`src/sv/hcg_pkg.sv`:
```
// Types, constants and gradient tables of the height colormap unit.
`timescale 1ns / 1ps

package hcg_pkg;

   localparam int FRAC_BITS = 16;
   localparam int R_W       = FRAC_BITS + 1;
   localparam int POS_W     = FRAC_BITS + 1;
   localparam int DIV_W     = (FRAC_BITS > 15) ? FRAC_BITS : 15;
   localparam int CMP_W     = (R_W > DIV_W) ? R_W : DIV_W;
   localparam int PROD_W    = 8 + POS_W;
   localparam int DIV_STEPS  = 4;
   localparam int DIV_STAGES = (FRAC_BITS + DIV_STEPS - 1) / DIV_STEPS;

   localparam int CSR_IDX_W = 1;
   localparam logic [CSR_IDX_W-1:0] CSR_MIN_HEIGHT = 1'b0;
   localparam logic [CSR_IDX_W-1:0] CSR_MAX_HEIGHT = 1'b1;

   localparam logic [POS_W-1:0] ONE_Q = POS_W'(64'd1 << FRAC_BITS);

   // Breakpoints in permille, rounded to the nearest Q1.FRAC_BITS step.
   localparam logic [R_W-1:0] BRK_2   = R_W'(((64'd2 << FRAC_BITS) + 64'd500) / 64'd1000);
   localparam logic [R_W-1:0] BRK_30  = R_W'(((64'd30 << FRAC_BITS) + 64'd500) / 64'd1000);
   localparam logic [R_W-1:0] BRK_100 = R_W'(((64'd100 << FRAC_BITS) + 64'd500) / 64'd1000);
   localparam logic [R_W-1:0] BRK_400 = R_W'(((64'd400 << FRAC_BITS) + 64'd500) / 64'd1000);
   localparam logic [R_W-1:0] BRK_MAX = R_W'(64'd1 << FRAC_BITS);

   localparam logic [2:0] SEG_0 = 3'd0;
   localparam logic [2:0] SEG_1 = 3'd1;
   localparam logic [2:0] SEG_2 = 3'd2;
   localparam logic [2:0] SEG_3 = 3'd3;
   localparam logic [2:0] SEG_4 = 3'd4;
   localparam logic [2:0] SEG_END = 3'd5;

   localparam logic [23:0] BASE_COLOR = 24'h00307f;

   typedef struct packed {
      logic       bad;
      logic       gt_min;
      logic       pos_z;
      logic       sat;
      logic       ibit;
      logic       use_base;
      logic [2:0] seg;
   } side_type;

   typedef struct packed {
      logic [FRAC_BITS-1:0] quo;
      logic [DIV_W-1:0]     rem;
   } div_state_type;

   function automatic logic [23:0] seg_color(input logic [2:0] idx);
      logic [23:0] c;
      unique case (idx)
         SEG_0:   c = BASE_COLOR;
         SEG_1:   c = 24'h087c00;
         SEG_2:   c = 24'h055100;
         SEG_3:   c = 24'h603d00;
         SEG_4:   c = 24'h685c47;
         SEG_END: c = 24'hffffff;
         default: c = BASE_COLOR;
      endcase
      return c;
   endfunction

   function automatic logic [R_W-1:0] seg_lo(input logic [2:0] idx);
      logic [R_W-1:0] v;
      unique case (idx)
         SEG_0:   v = '0;
         SEG_1:   v = BRK_2;
         SEG_2:   v = BRK_30;
         SEG_3:   v = BRK_100;
         SEG_4:   v = BRK_400;
         default: v = '0;
      endcase
      return v;
   endfunction

   function automatic logic [DIV_W-1:0] seg_width(input logic [2:0] idx);
      logic [R_W-1:0] v;
      unique case (idx)
         SEG_0:   v = BRK_2;
         SEG_1:   v = BRK_30 - BRK_2;
         SEG_2:   v = BRK_100 - BRK_30;
         SEG_3:   v = BRK_400 - BRK_100;
         SEG_4:   v = BRK_MAX - BRK_400;
         default: v = R_W'(1);
      endcase
      return DIV_W'(v);
   endfunction

endpackage

```
`src/sv/hcg_divider.sv`:
```
// Pipelined restoring divider producing the fraction bits of rem / div.
`timescale 1ns / 1ps

module hcg_divider (
   input  logic                            clock,
   input  logic                            reset,
   input  logic                            in_valid,
   output logic                            in_ready,
   input  logic [hcg_pkg::DIV_W-1:0]       in_rem,
   input  logic [hcg_pkg::DIV_W-1:0]       in_div,
   input  hcg_pkg::side_type               in_side,
   output logic                            out_valid,
   input  logic                            out_ready,
   output logic [hcg_pkg::FRAC_BITS-1:0]   out_quo,
   output hcg_pkg::side_type               out_side
);

   // The remainder always stays below the divisor, so one doubling fits DIV_W + 1 bits.
   function automatic hcg_pkg::div_state_type div_steps(
      input hcg_pkg::div_state_type s,
      input logic [hcg_pkg::DIV_W-1:0] dv,
      input int n
   );
      logic [hcg_pkg::DIV_W:0] sh;
      hcg_pkg::div_state_type  t;
      t = s;
      for (int j = 0; j < hcg_pkg::DIV_STEPS; j++) begin
         if (j < n) begin
            sh = {t.rem, 1'b0};
            if (sh >= {1'b0, dv}) begin
               t.rem = hcg_pkg::DIV_W'(sh - {1'b0, dv});
               t.quo = {t.quo[hcg_pkg::FRAC_BITS-2:0], 1'b1};
            end else begin
               t.rem = hcg_pkg::DIV_W'(sh);
               t.quo = {t.quo[hcg_pkg::FRAC_BITS-2:0], 1'b0};
            end
         end
      end
      return t;
   endfunction

   logic                    valid_ff    [hcg_pkg::DIV_STAGES];
   hcg_pkg::div_state_type  state_ff    [hcg_pkg::DIV_STAGES];
   logic [hcg_pkg::DIV_W-1:0] div_ff    [hcg_pkg::DIV_STAGES];
   hcg_pkg::side_type       side_ff     [hcg_pkg::DIV_STAGES];
   logic                    stage_ready [hcg_pkg::DIV_STAGES];

   for (genvar st = 0; st < hcg_pkg::DIV_STAGES; st++) begin : g_stage
      localparam int NSTEP =
         ((hcg_pkg::FRAC_BITS - st * hcg_pkg::DIV_STEPS) < hcg_pkg::DIV_STEPS) ?
         (hcg_pkg::FRAC_BITS - st * hcg_pkg::DIV_STEPS) : hcg_pkg::DIV_STEPS;

      logic                      valid_src;
      hcg_pkg::div_state_type    state_src;
      logic [hcg_pkg::DIV_W-1:0] div_src;
      hcg_pkg::side_type         side_src;
      logic                      next_ready;
      hcg_pkg::div_state_type    state_in;

      if (st == 0) begin : g_first
         assign valid_src     = in_valid;
         assign state_src.quo = '0;
         assign state_src.rem = in_rem;
         assign div_src       = in_div;
         assign side_src      = in_side;
      end else begin : g_next
         assign valid_src = valid_ff[st-1];
         assign state_src = state_ff[st-1];
         assign div_src   = div_ff[st-1];
         assign side_src  = side_ff[st-1];
      end

      if (st == hcg_pkg::DIV_STAGES - 1) begin : g_tail
         assign next_ready = out_ready;
      end else begin : g_mid
         assign next_ready = stage_ready[st+1];
      end

      assign stage_ready[st] = !valid_ff[st] || next_ready;
      assign state_in        = div_steps(state_src, div_src, NSTEP);

      always_ff @(posedge clock) begin
         if (reset) begin
            valid_ff[st] <= 1'b0;
         end else if (stage_ready[st]) begin
            valid_ff[st] <= valid_src;
         end
         if (stage_ready[st] && valid_src) begin
            state_ff[st] <= state_in;
            div_ff[st]   <= div_src;
            side_ff[st]  <= side_src;
         end
      end
   end

   assign in_ready  = stage_ready[0];
   assign out_valid = valid_ff[hcg_pkg::DIV_STAGES-1];
   assign out_quo   = state_ff[hcg_pkg::DIV_STAGES-1].quo;
   assign out_side  = side_ff[hcg_pkg::DIV_STAGES-1];

endmodule

```
`src/sv/hcg_segment.sv`:
```
// Segment selection stage: builds the ratio, picks the segment, sets up the position divide.
`timescale 1ns / 1ps

module hcg_segment (
   input  logic                          clock,
   input  logic                          reset,
   input  logic                          in_valid,
   output logic                          in_ready,
   input  logic [hcg_pkg::FRAC_BITS-1:0] in_quo,
   input  hcg_pkg::side_type             in_side,
   output logic                          out_valid,
   input  logic                          out_ready,
   output logic [hcg_pkg::DIV_W-1:0]     out_rem,
   output logic [hcg_pkg::DIV_W-1:0]     out_div,
   output hcg_pkg::side_type             out_side
);

   logic [hcg_pkg::R_W-1:0]   ratio;
   logic [2:0]                seg;
   logic [hcg_pkg::R_W-1:0]   offset;
   logic [hcg_pkg::DIV_W-1:0] width;
   logic                      over;
   logic                      valid_ff;
   logic [hcg_pkg::DIV_W-1:0] rem_ff, rem_in;
   logic [hcg_pkg::DIV_W-1:0] div_ff;
   hcg_pkg::side_type         side_ff, side_in;

   always_comb begin
      if (!in_side.pos_z) begin
         ratio = '0;
      end else if (in_side.sat) begin
         ratio = '1;
      end else begin
         ratio = {in_side.ibit, in_quo};
      end

      // The last matching segment wins, so test from the top down.
      priority if (ratio >= hcg_pkg::BRK_400) begin
         seg = hcg_pkg::SEG_4;
      end else if (ratio >= hcg_pkg::BRK_100) begin
         seg = hcg_pkg::SEG_3;
      end else if (ratio >= hcg_pkg::BRK_30) begin
         seg = hcg_pkg::SEG_2;
      end else if (ratio >= hcg_pkg::BRK_2) begin
         seg = hcg_pkg::SEG_1;
      end else begin
         seg = hcg_pkg::SEG_0;
      end

      width  = hcg_pkg::seg_width(seg);
      offset = ratio - hcg_pkg::seg_lo(seg);
      // At or past the segment end the position clamps to one.
      over   = hcg_pkg::CMP_W'(offset) >= hcg_pkg::CMP_W'(width);
      rem_in = over ? '0 : hcg_pkg::DIV_W'(offset);

      side_in          = '0;
      side_in.bad      = in_side.bad;
      side_in.sat      = over;
      side_in.seg      = seg;
      side_in.use_base = in_side.bad || ((seg == hcg_pkg::SEG_0) && !in_side.gt_min);
   end

   assign in_ready = !valid_ff || out_ready;

   always_ff @(posedge clock) begin
      if (reset) begin
         valid_ff <= 1'b0;
      end else if (in_ready) begin
         valid_ff <= in_valid;
      end
      if (in_ready && in_valid) begin
         rem_ff  <= rem_in;
         div_ff  <= width;
         side_ff <= side_in;
      end
   end

   assign out_valid = valid_ff;
   assign out_rem   = rem_ff;
   assign out_div   = div_ff;
   assign out_side  = side_ff;

endmodule

```
`src/sv/hcg_blend.sv`:
```
// Channel interpolation: one multiply stage, then the add stage into the output register.
`timescale 1ns / 1ps

module hcg_blend (
   input  logic                          clock,
   input  logic                          reset,
   input  logic                          in_valid,
   output logic                          in_ready,
   input  logic [hcg_pkg::FRAC_BITS-1:0] in_quo,
   input  hcg_pkg::side_type             in_side,
   output logic                          out_valid,
   input  logic                          out_ready,
   output logic [23:0]                   out_color,
   output logic                          out_bad
);

   logic [hcg_pkg::POS_W-1:0]  pos;
   logic [23:0]                c_lo, c_hi;
   logic [7:0]                 a_in   [3];
   logic                       up_in  [3];
   logic [hcg_pkg::PROD_W-1:0] prod_in[3];

   logic                       mul_valid_ff;
   logic [7:0]                 a_ff   [3];
   logic                       up_ff  [3];
   logic [hcg_pkg::PROD_W-1:0] prod_ff[3];
   logic                       base_ff;
   logic                       bad_ff;
   logic                       mul_ready;

   logic                       out_valid_ff;
   logic [23:0]                color_ff, color_in;
   logic                       out_bad_ff;
   logic [7:0]                 chan   [3];

   always_comb begin
      pos  = in_side.sat ? hcg_pkg::ONE_Q : {1'b0, in_quo};
      c_lo = hcg_pkg::seg_color(in_side.seg);
      c_hi = hcg_pkg::seg_color(3'(in_side.seg + 3'd1));
      for (int ch = 0; ch < 3; ch++) begin
         a_in[ch]  = c_lo[8*ch +: 8];
         up_in[ch] = c_hi[8*ch +: 8] >= c_lo[8*ch +: 8];
         if (up_in[ch]) begin
            prod_in[ch] = hcg_pkg::PROD_W'(c_hi[8*ch +: 8] - c_lo[8*ch +: 8]) *
                          hcg_pkg::PROD_W'(pos);
         end else begin
            prod_in[ch] = hcg_pkg::PROD_W'(c_lo[8*ch +: 8] - c_hi[8*ch +: 8]) *
                          hcg_pkg::PROD_W'(pos);
         end
      end
   end

   // Magnitude times position, truncated, is moved toward the far color.
   always_comb begin
      for (int ch = 0; ch < 3; ch++) begin
         if (up_ff[ch]) begin
            chan[ch] = a_ff[ch] + prod_ff[ch][hcg_pkg::FRAC_BITS +: 8];
         end else begin
            chan[ch] = a_ff[ch] - prod_ff[ch][hcg_pkg::FRAC_BITS +: 8];
         end
      end
      color_in = base_ff ? hcg_pkg::BASE_COLOR : {chan[2], chan[1], chan[0]};
   end

   assign mul_ready = !out_valid_ff || out_ready;
   assign in_ready  = !mul_valid_ff || mul_ready;

   always_ff @(posedge clock) begin
      if (reset) begin
         mul_valid_ff <= 1'b0;
         out_valid_ff <= 1'b0;
      end else begin
         if (in_ready) begin
            mul_valid_ff <= in_valid;
         end
         if (mul_ready) begin
            out_valid_ff <= mul_valid_ff;
         end
      end
      if (in_ready && in_valid) begin
         a_ff    <= a_in;
         up_ff   <= up_in;
         prod_ff <= prod_in;
         base_ff <= in_side.use_base;
         bad_ff  <= in_side.bad;
      end
      if (mul_ready && mul_valid_ff) begin
         color_ff   <= color_in;
         out_bad_ff <= bad_ff;
      end
   end

   assign out_valid = out_valid_ff;
   assign out_color = color_ff;
   assign out_bad   = out_bad_ff;

endmodule

```
`src/sv/height_colormap_gradient_unit.sv`:
```
// Top level of the height colormap unit: register port, input stage and pipeline.
`timescale 1ns / 1ps

// Maps one signed 16-bit height sample to a 24-bit RGB terrain color along a
// five-segment gradient (deep blue, green, dark green, brown, tan, white).
// Requests arrive on req_* (tdata = height) and results leave on rsp_*
// (tdata = color, tuser = bad_scale). Every request gives exactly one result,
// in order. The user must write the minimum and maximum map heights through
// csr_* only while the unit is empty; the unit itself does not enforce this.
// A write lands at the clock edge where csr_we is high. Throughput is one
// request per cycle while the receiver keeps rsp_tready high. There are
// twelve register stages: one input stage, four stages of the ratio divider
// (four quotient bits each), one segment stage, four stages of the position
// divider, one multiply stage and the output register; rsp_tvalid rises as a
// result enters the output register. The two restoring dividers set the
// depth; each stage is one narrow subtract and compare chain of four steps.
// Reset is synchronous: it empties the pipeline and sets the minimum height
// to 0 and the maximum height to 1. When the receiver holds rsp_tready low,
// each stage keeps its request until the next one frees up, so empty stages
// still fill and req_tready drops only when every stage holds a request.
// A maximum height of zero or below gives the base blue with bad_scale set.

module height_colormap_gradient_unit (
   input  logic                           clock,
   input  logic                           reset,
   input  logic                           req_tvalid,
   output logic                           req_tready,
   input  logic [15:0]                    req_tdata,   // [15:0] height
   output logic                           rsp_tvalid,
   input  logic                           rsp_tready,
   output logic [23:0]                    rsp_tdata,   // [23:0] color
   output logic [0:0]                     rsp_tuser,   // [0] bad_scale
   input  logic                           csr_we,
   input  logic [hcg_pkg::CSR_IDX_W-1:0]  csr_index,
   input  logic [15:0]                    csr_wdata
);

   // Configuration registers.
   logic signed [15:0] min_height_ff;
   logic signed [15:0] max_height_ff;

   always_ff @(posedge clock) begin
      if (reset) begin
         min_height_ff <= 16'sd0;
         max_height_ff <= 16'sd1;
      end else if (csr_we) begin
         unique case (csr_index)
            hcg_pkg::CSR_MIN_HEIGHT: min_height_ff <= signed'(csr_wdata);
            hcg_pkg::CSR_MAX_HEIGHT: max_height_ff <= signed'(csr_wdata);
         endcase
      end
   end

   // Input stage. The integer bit of height / maximum height and the
   // saturation test are settled here, so the divider only has fraction bits left.
   logic signed [15:0]        height;
   logic [14:0]               z_mag;
   logic [14:0]               d_mag;
   hcg_pkg::side_type         side_in;
   logic [hcg_pkg::DIV_W-1:0] rem_in;

   always_comb begin
      height = signed'(req_tdata);
      z_mag  = height[14:0];
      d_mag  = max_height_ff[14:0];

      side_in        = '0;
      side_in.bad    = max_height_ff <= 16'sd0;
      side_in.pos_z  = height > 16'sd0;
      side_in.gt_min = height > min_height_ff;
      // A ratio of two or more saturates at the top of Q1.FRAC_BITS.
      side_in.sat    = {1'b0, z_mag} >= {d_mag, 1'b0};
      side_in.ibit   = z_mag >= d_mag;

      if (side_in.pos_z && !side_in.sat && !side_in.bad) begin
         rem_in = side_in.ibit ? hcg_pkg::DIV_W'(z_mag - d_mag) : hcg_pkg::DIV_W'(z_mag);
      end else begin
         rem_in = '0;
      end
   end

   logic                      in_valid_ff;
   logic [hcg_pkg::DIV_W-1:0] in_rem_ff;
   logic [hcg_pkg::DIV_W-1:0] in_div_ff;
   hcg_pkg::side_type         in_side_ff;
   logic                      ratio_ready;

   assign req_tready = !in_valid_ff || ratio_ready;

   always_ff @(posedge clock) begin
      if (reset) begin
         in_valid_ff <= 1'b0;
      end else if (req_tready) begin
         in_valid_ff <= req_tvalid;
      end
      if (req_tready && req_tvalid) begin
         in_rem_ff  <= rem_in;
         in_div_ff  <= hcg_pkg::DIV_W'(d_mag);
         in_side_ff <= side_in;
      end
   end

   // Ratio divider: fraction bits of height / maximum height.
   logic                          ratio_valid;
   logic [hcg_pkg::FRAC_BITS-1:0] ratio_quo;
   hcg_pkg::side_type             ratio_side;
   logic                          seg_ready;

   hcg_divider u_ratio_div (
      .clock     (clock),
      .reset     (reset),
      .in_valid  (in_valid_ff),
      .in_ready  (ratio_ready),
      .in_rem    (in_rem_ff),
      .in_div    (in_div_ff),
      .in_side   (in_side_ff),
      .out_valid (ratio_valid),
      .out_ready (seg_ready),
      .out_quo   (ratio_quo),
      .out_side  (ratio_side)
   );

   // Segment choice and offset within the segment.
   logic                      seg_valid;
   logic [hcg_pkg::DIV_W-1:0] seg_rem;
   logic [hcg_pkg::DIV_W-1:0] seg_div;
   hcg_pkg::side_type         seg_side;
   logic                      pos_ready;

   hcg_segment u_segment (
      .clock     (clock),
      .reset     (reset),
      .in_valid  (ratio_valid),
      .in_ready  (seg_ready),
      .in_quo    (ratio_quo),
      .in_side   (ratio_side),
      .out_valid (seg_valid),
      .out_ready (pos_ready),
      .out_rem   (seg_rem),
      .out_div   (seg_div),
      .out_side  (seg_side)
   );

   // Position divider: offset / segment width in Q0.FRAC_BITS.
   logic                          pos_valid;
   logic [hcg_pkg::FRAC_BITS-1:0] pos_quo;
   hcg_pkg::side_type             pos_side;
   logic                          blend_ready;

   hcg_divider u_pos_div (
      .clock     (clock),
      .reset     (reset),
      .in_valid  (seg_valid),
      .in_ready  (pos_ready),
      .in_rem    (seg_rem),
      .in_div    (seg_div),
      .in_side   (seg_side),
      .out_valid (pos_valid),
      .out_ready (blend_ready),
      .out_quo   (pos_quo),
      .out_side  (pos_side)
   );

   // Channel interpolation and the output register.
   hcg_blend u_blend (
      .clock     (clock),
      .reset     (reset),
      .in_valid  (pos_valid),
      .in_ready  (blend_ready),
      .in_quo    (pos_quo),
      .in_side   (pos_side),
      .out_valid (rsp_tvalid),
      .out_ready (rsp_tready),
      .out_color (rsp_tdata),
      .out_bad   (rsp_tuser[0])
   );

endmodule

```
`config.mk`:
```
export PLATFORM = sky130hd
export DESIGN_NAME = height_colormap_gradient_unit
export DESIGN_NICKNAME = d
export VERILOG_FILES = /design/src/sv/hcg_pkg.sv /design/src/sv/hcg_divider.sv /design/src/sv/hcg_segment.sv /design/src/sv/hcg_blend.sv /design/src/sv/height_colormap_gradient_unit.sv
export SDC_FILE = /design/constraint.sdc
export NUM_CORES = 2
export LEC_CHECK = 0
export ABC_AREA = 1
export BUFFER_PORTS_ARGS = -buffer_cell sky130_fd_sc_hd__clkbuf_2
export CORE_ASPECT_RATIO = 1.75
export CORE_MARGIN = 2
export CORE_UTILIZATION = 34
export DETAILED_ROUTE_END_ITERATION = 7
export PLACE_DENSITY = 0.47
export SLEW_MARGIN = 20
export SYNTH_ARGS = -nofsm -noshare
export SYNTH_HDL_FRONTEND = slang
export SYNTH_HIERARCHICAL = 1
export SYNTH_SLANG_ARGS = --single-unit
export TNS_END_PERCENT = 5
```
`constraint.sdc`:
```
create_clock -name clock -period 15.24 [get_ports clock]
set_clock_uncertainty 0.2 [all_clocks]
set_input_delay 3.048 -clock clock [delete_from_list [all_inputs] [get_ports clock]]
set_output_delay 3.048 -clock clock [all_outputs]
set_load 0.01 [all_outputs]
```
==> results.yml <==
run_status:
  status: "complete, no violations"
drt:
  drt-initial-drc-count: 3108
  avgRoutedWirePerCell_microns: 21.32
  drt_wl_total_mm: 292.0
  drc: 0
  routed-via-count: 69978
  first_pass_iters: 6
  viasPerCell: 5.109
  antenna_left: 0
worst_hold_path:
  whs_endpoint: "u_pos_div/side_ff[0][1]"
  whs_path_depth: 0
  hp-start: "u_segment/out_side[1]"
  hold_path_class: "reg2reg"
worst_setup_path:
  critPathSlowestCell: "a21oi_1"
  reg2reg_slack_ns: 5.27
  slowest_delay_ns: 0.83
  regToRegStartpoint: "u_pos_div/div_ff[1][1]"
  end_kind: "register"
  arrival_ns: 10.24
  critPathLaunch: "u_pos_div/div_ff[1][1]"
  cp-start-kind: "register"
  timing.rr.end: "u_pos_div/state_ff[2][9]"
  path_common_cell: "nand2_1"
  ff2ff_path_depth: 45
  crit_fanout: 22
  worstSetupPathType: "reg2reg"
  cp_data_required_time_ns: 15.51
global_route:
  grt_max_degree: 51
  grt_use_total_pct: 24.36
  grt_overflow: 0
  grt_first_pass_wirelength_mm: 436.2
  antenna_found_initial: 3
  grt_pass1_vias: 74152
cells_and_area:
  layout.nets: 12168
  fillers: 24709
  layout_common_cells: "nand2_1, inv_1, nor2_1"
  seq_area_sq_mm: 0.01447
  multi_input_area_sq_mm: 0.05741
  mostFrequentLayoutCell: "nand2_1"
  area_growth_pct: 6.567
  layout-drive-gt1-share_pct: 6.531
sta:
  whs_ns: 0.1808
  drv_slew: 0
  tightest_slew_ns: 1.094
  rsz0062_at_grt: "false"
  relSlewSlack_pct: 27.06
  hold_violations: 0
  setup_tns_ns: 0
  period_minus_slack_ns: 9.974
  finalSetupViolCount: 0
  fin_crit_sh_pct: 65.44
  max_freq_ghz: 0.1003
floorplanning:
  initial_utilization_pct: 34.21
  die_y_microns: 643.4
  core_sq_mm: 0.2322
  std_cell_rows: 234
  die_w_microns: 369.4
  die_area_sq_mm: 0.2377
  io_pins: 65
clock_network:
  htreeDepth: 2
  cts_buffer_depth: 3
  cts_resized: 0
  clk_root_buffer_cell: "clkbuf_16"
  cts_tree: "yes"
  insertion_delay_ns: 0.75
  ctsHoldBuffers: 0
  numCtsBuffers: 57
  cts_sinks: 494
  post_cts_buffers: 0
  clk_pin_slew_ns: 0.07
power_and_ir_drop:
  p_leak_nw: 41.92
  vdd_drop_max_mv: 0.3796
  power.density_mw_per_mm2: 208.2
placed_design:
  dp_hpwl_mm: 244.2
  gp_congestion: 0.9650
  port-buffer-count: 64
yosys:
  netlist_area_sq_mm: 0.07943
  synth_warnings: 6
  netlist_instances: 10643
  synth_area_per_cell_sq_um: 7.463
run:
  cap_violations: 0
==> through the flow <==
stage	worst slack (ns)	instances	instance area, sq um	util (%)	power [mW]
finish	5.266	13698	84650	36.46	17.63
global route	4.336	13696	84640	36.46	19.40
CTS	5.377	13695	84640	36.45	17.70
detailed placement	5.395	13588	82700	35.62	16.17
global placement	5.352	13588	82690	35.61	16.06
floorplan	7.094	10644	79430	-	13.20
==> critical path: cells and delay by family, from the launching register on <==
| family | cells | cell delay, ns |
|---|---|---|
| fa+ha+maj | 5 | 1.62 |
| simple gates | 25 | 3.16 |
| flops | 1 | 0.39 |
| buf+inv | 4 | 1.13 |
| compound gates | 11 | 3.18 |
==> how the worst max path moves through the flow <==
stage	slack (ns)	end	depth (start not counted)
after detailed placement	5.39	req_tready	20
final	5.27	u_pos_div/state_ff[2][9]	45
after global routing	4.34	u_pos_div/state_ff[2][2]	45
after global placement	5.35	req_tready	20
after CTS	5.38	u_pos_div/state_ff[2][9]	45
after floorplan	7.09	req_tready	18
==> per-layer routing <==
metal,vias to the layer above,global-route usage (%),wire (microns),part of all wire [%]
met1,33434,20.02,87440,30
met2,1594,49.72,165000,57
met4,0,22.46,32750,11
li1,34107,-,-,-
met5,-,0,0,0
met3,843,1.723,6798,2.3
==> registers in the layout (all words and copies together), names as in the netlist, 20 cells and up <==
signal	flops
u_pos_div/state_ff	88
u_ratio_div/state_ff	88
u_pos_div/div_ff	48
u_ratio_div/div_ff	48
u_blend/out_color	24
u_blend/prod_ff	24
u_pos_div/side_ff	24
u_ratio_div/side_ff	20
==> area by class of cell <==
class                   instances  area share, %
well taps                    3068          4.535
clock buffers                  61          1.715
flip-flops and latches        494          17.10
repair buffers                128         0.9460
diodes                          3       0.008869
multi-input cells            8262          67.83
inverters                    1636          7.289
clock inverters                46         0.5809
==> power breakdown <==
group          internal (mW)  total [mW]  switching [mW]
clock network          0.777        1.45           0.674
logic                   4.99        14.0            9.04
registers               2.06        2.14          0.0839
total                   7.83        17.6            9.80
Note: power is estimated with default switching activity, not from simulation.
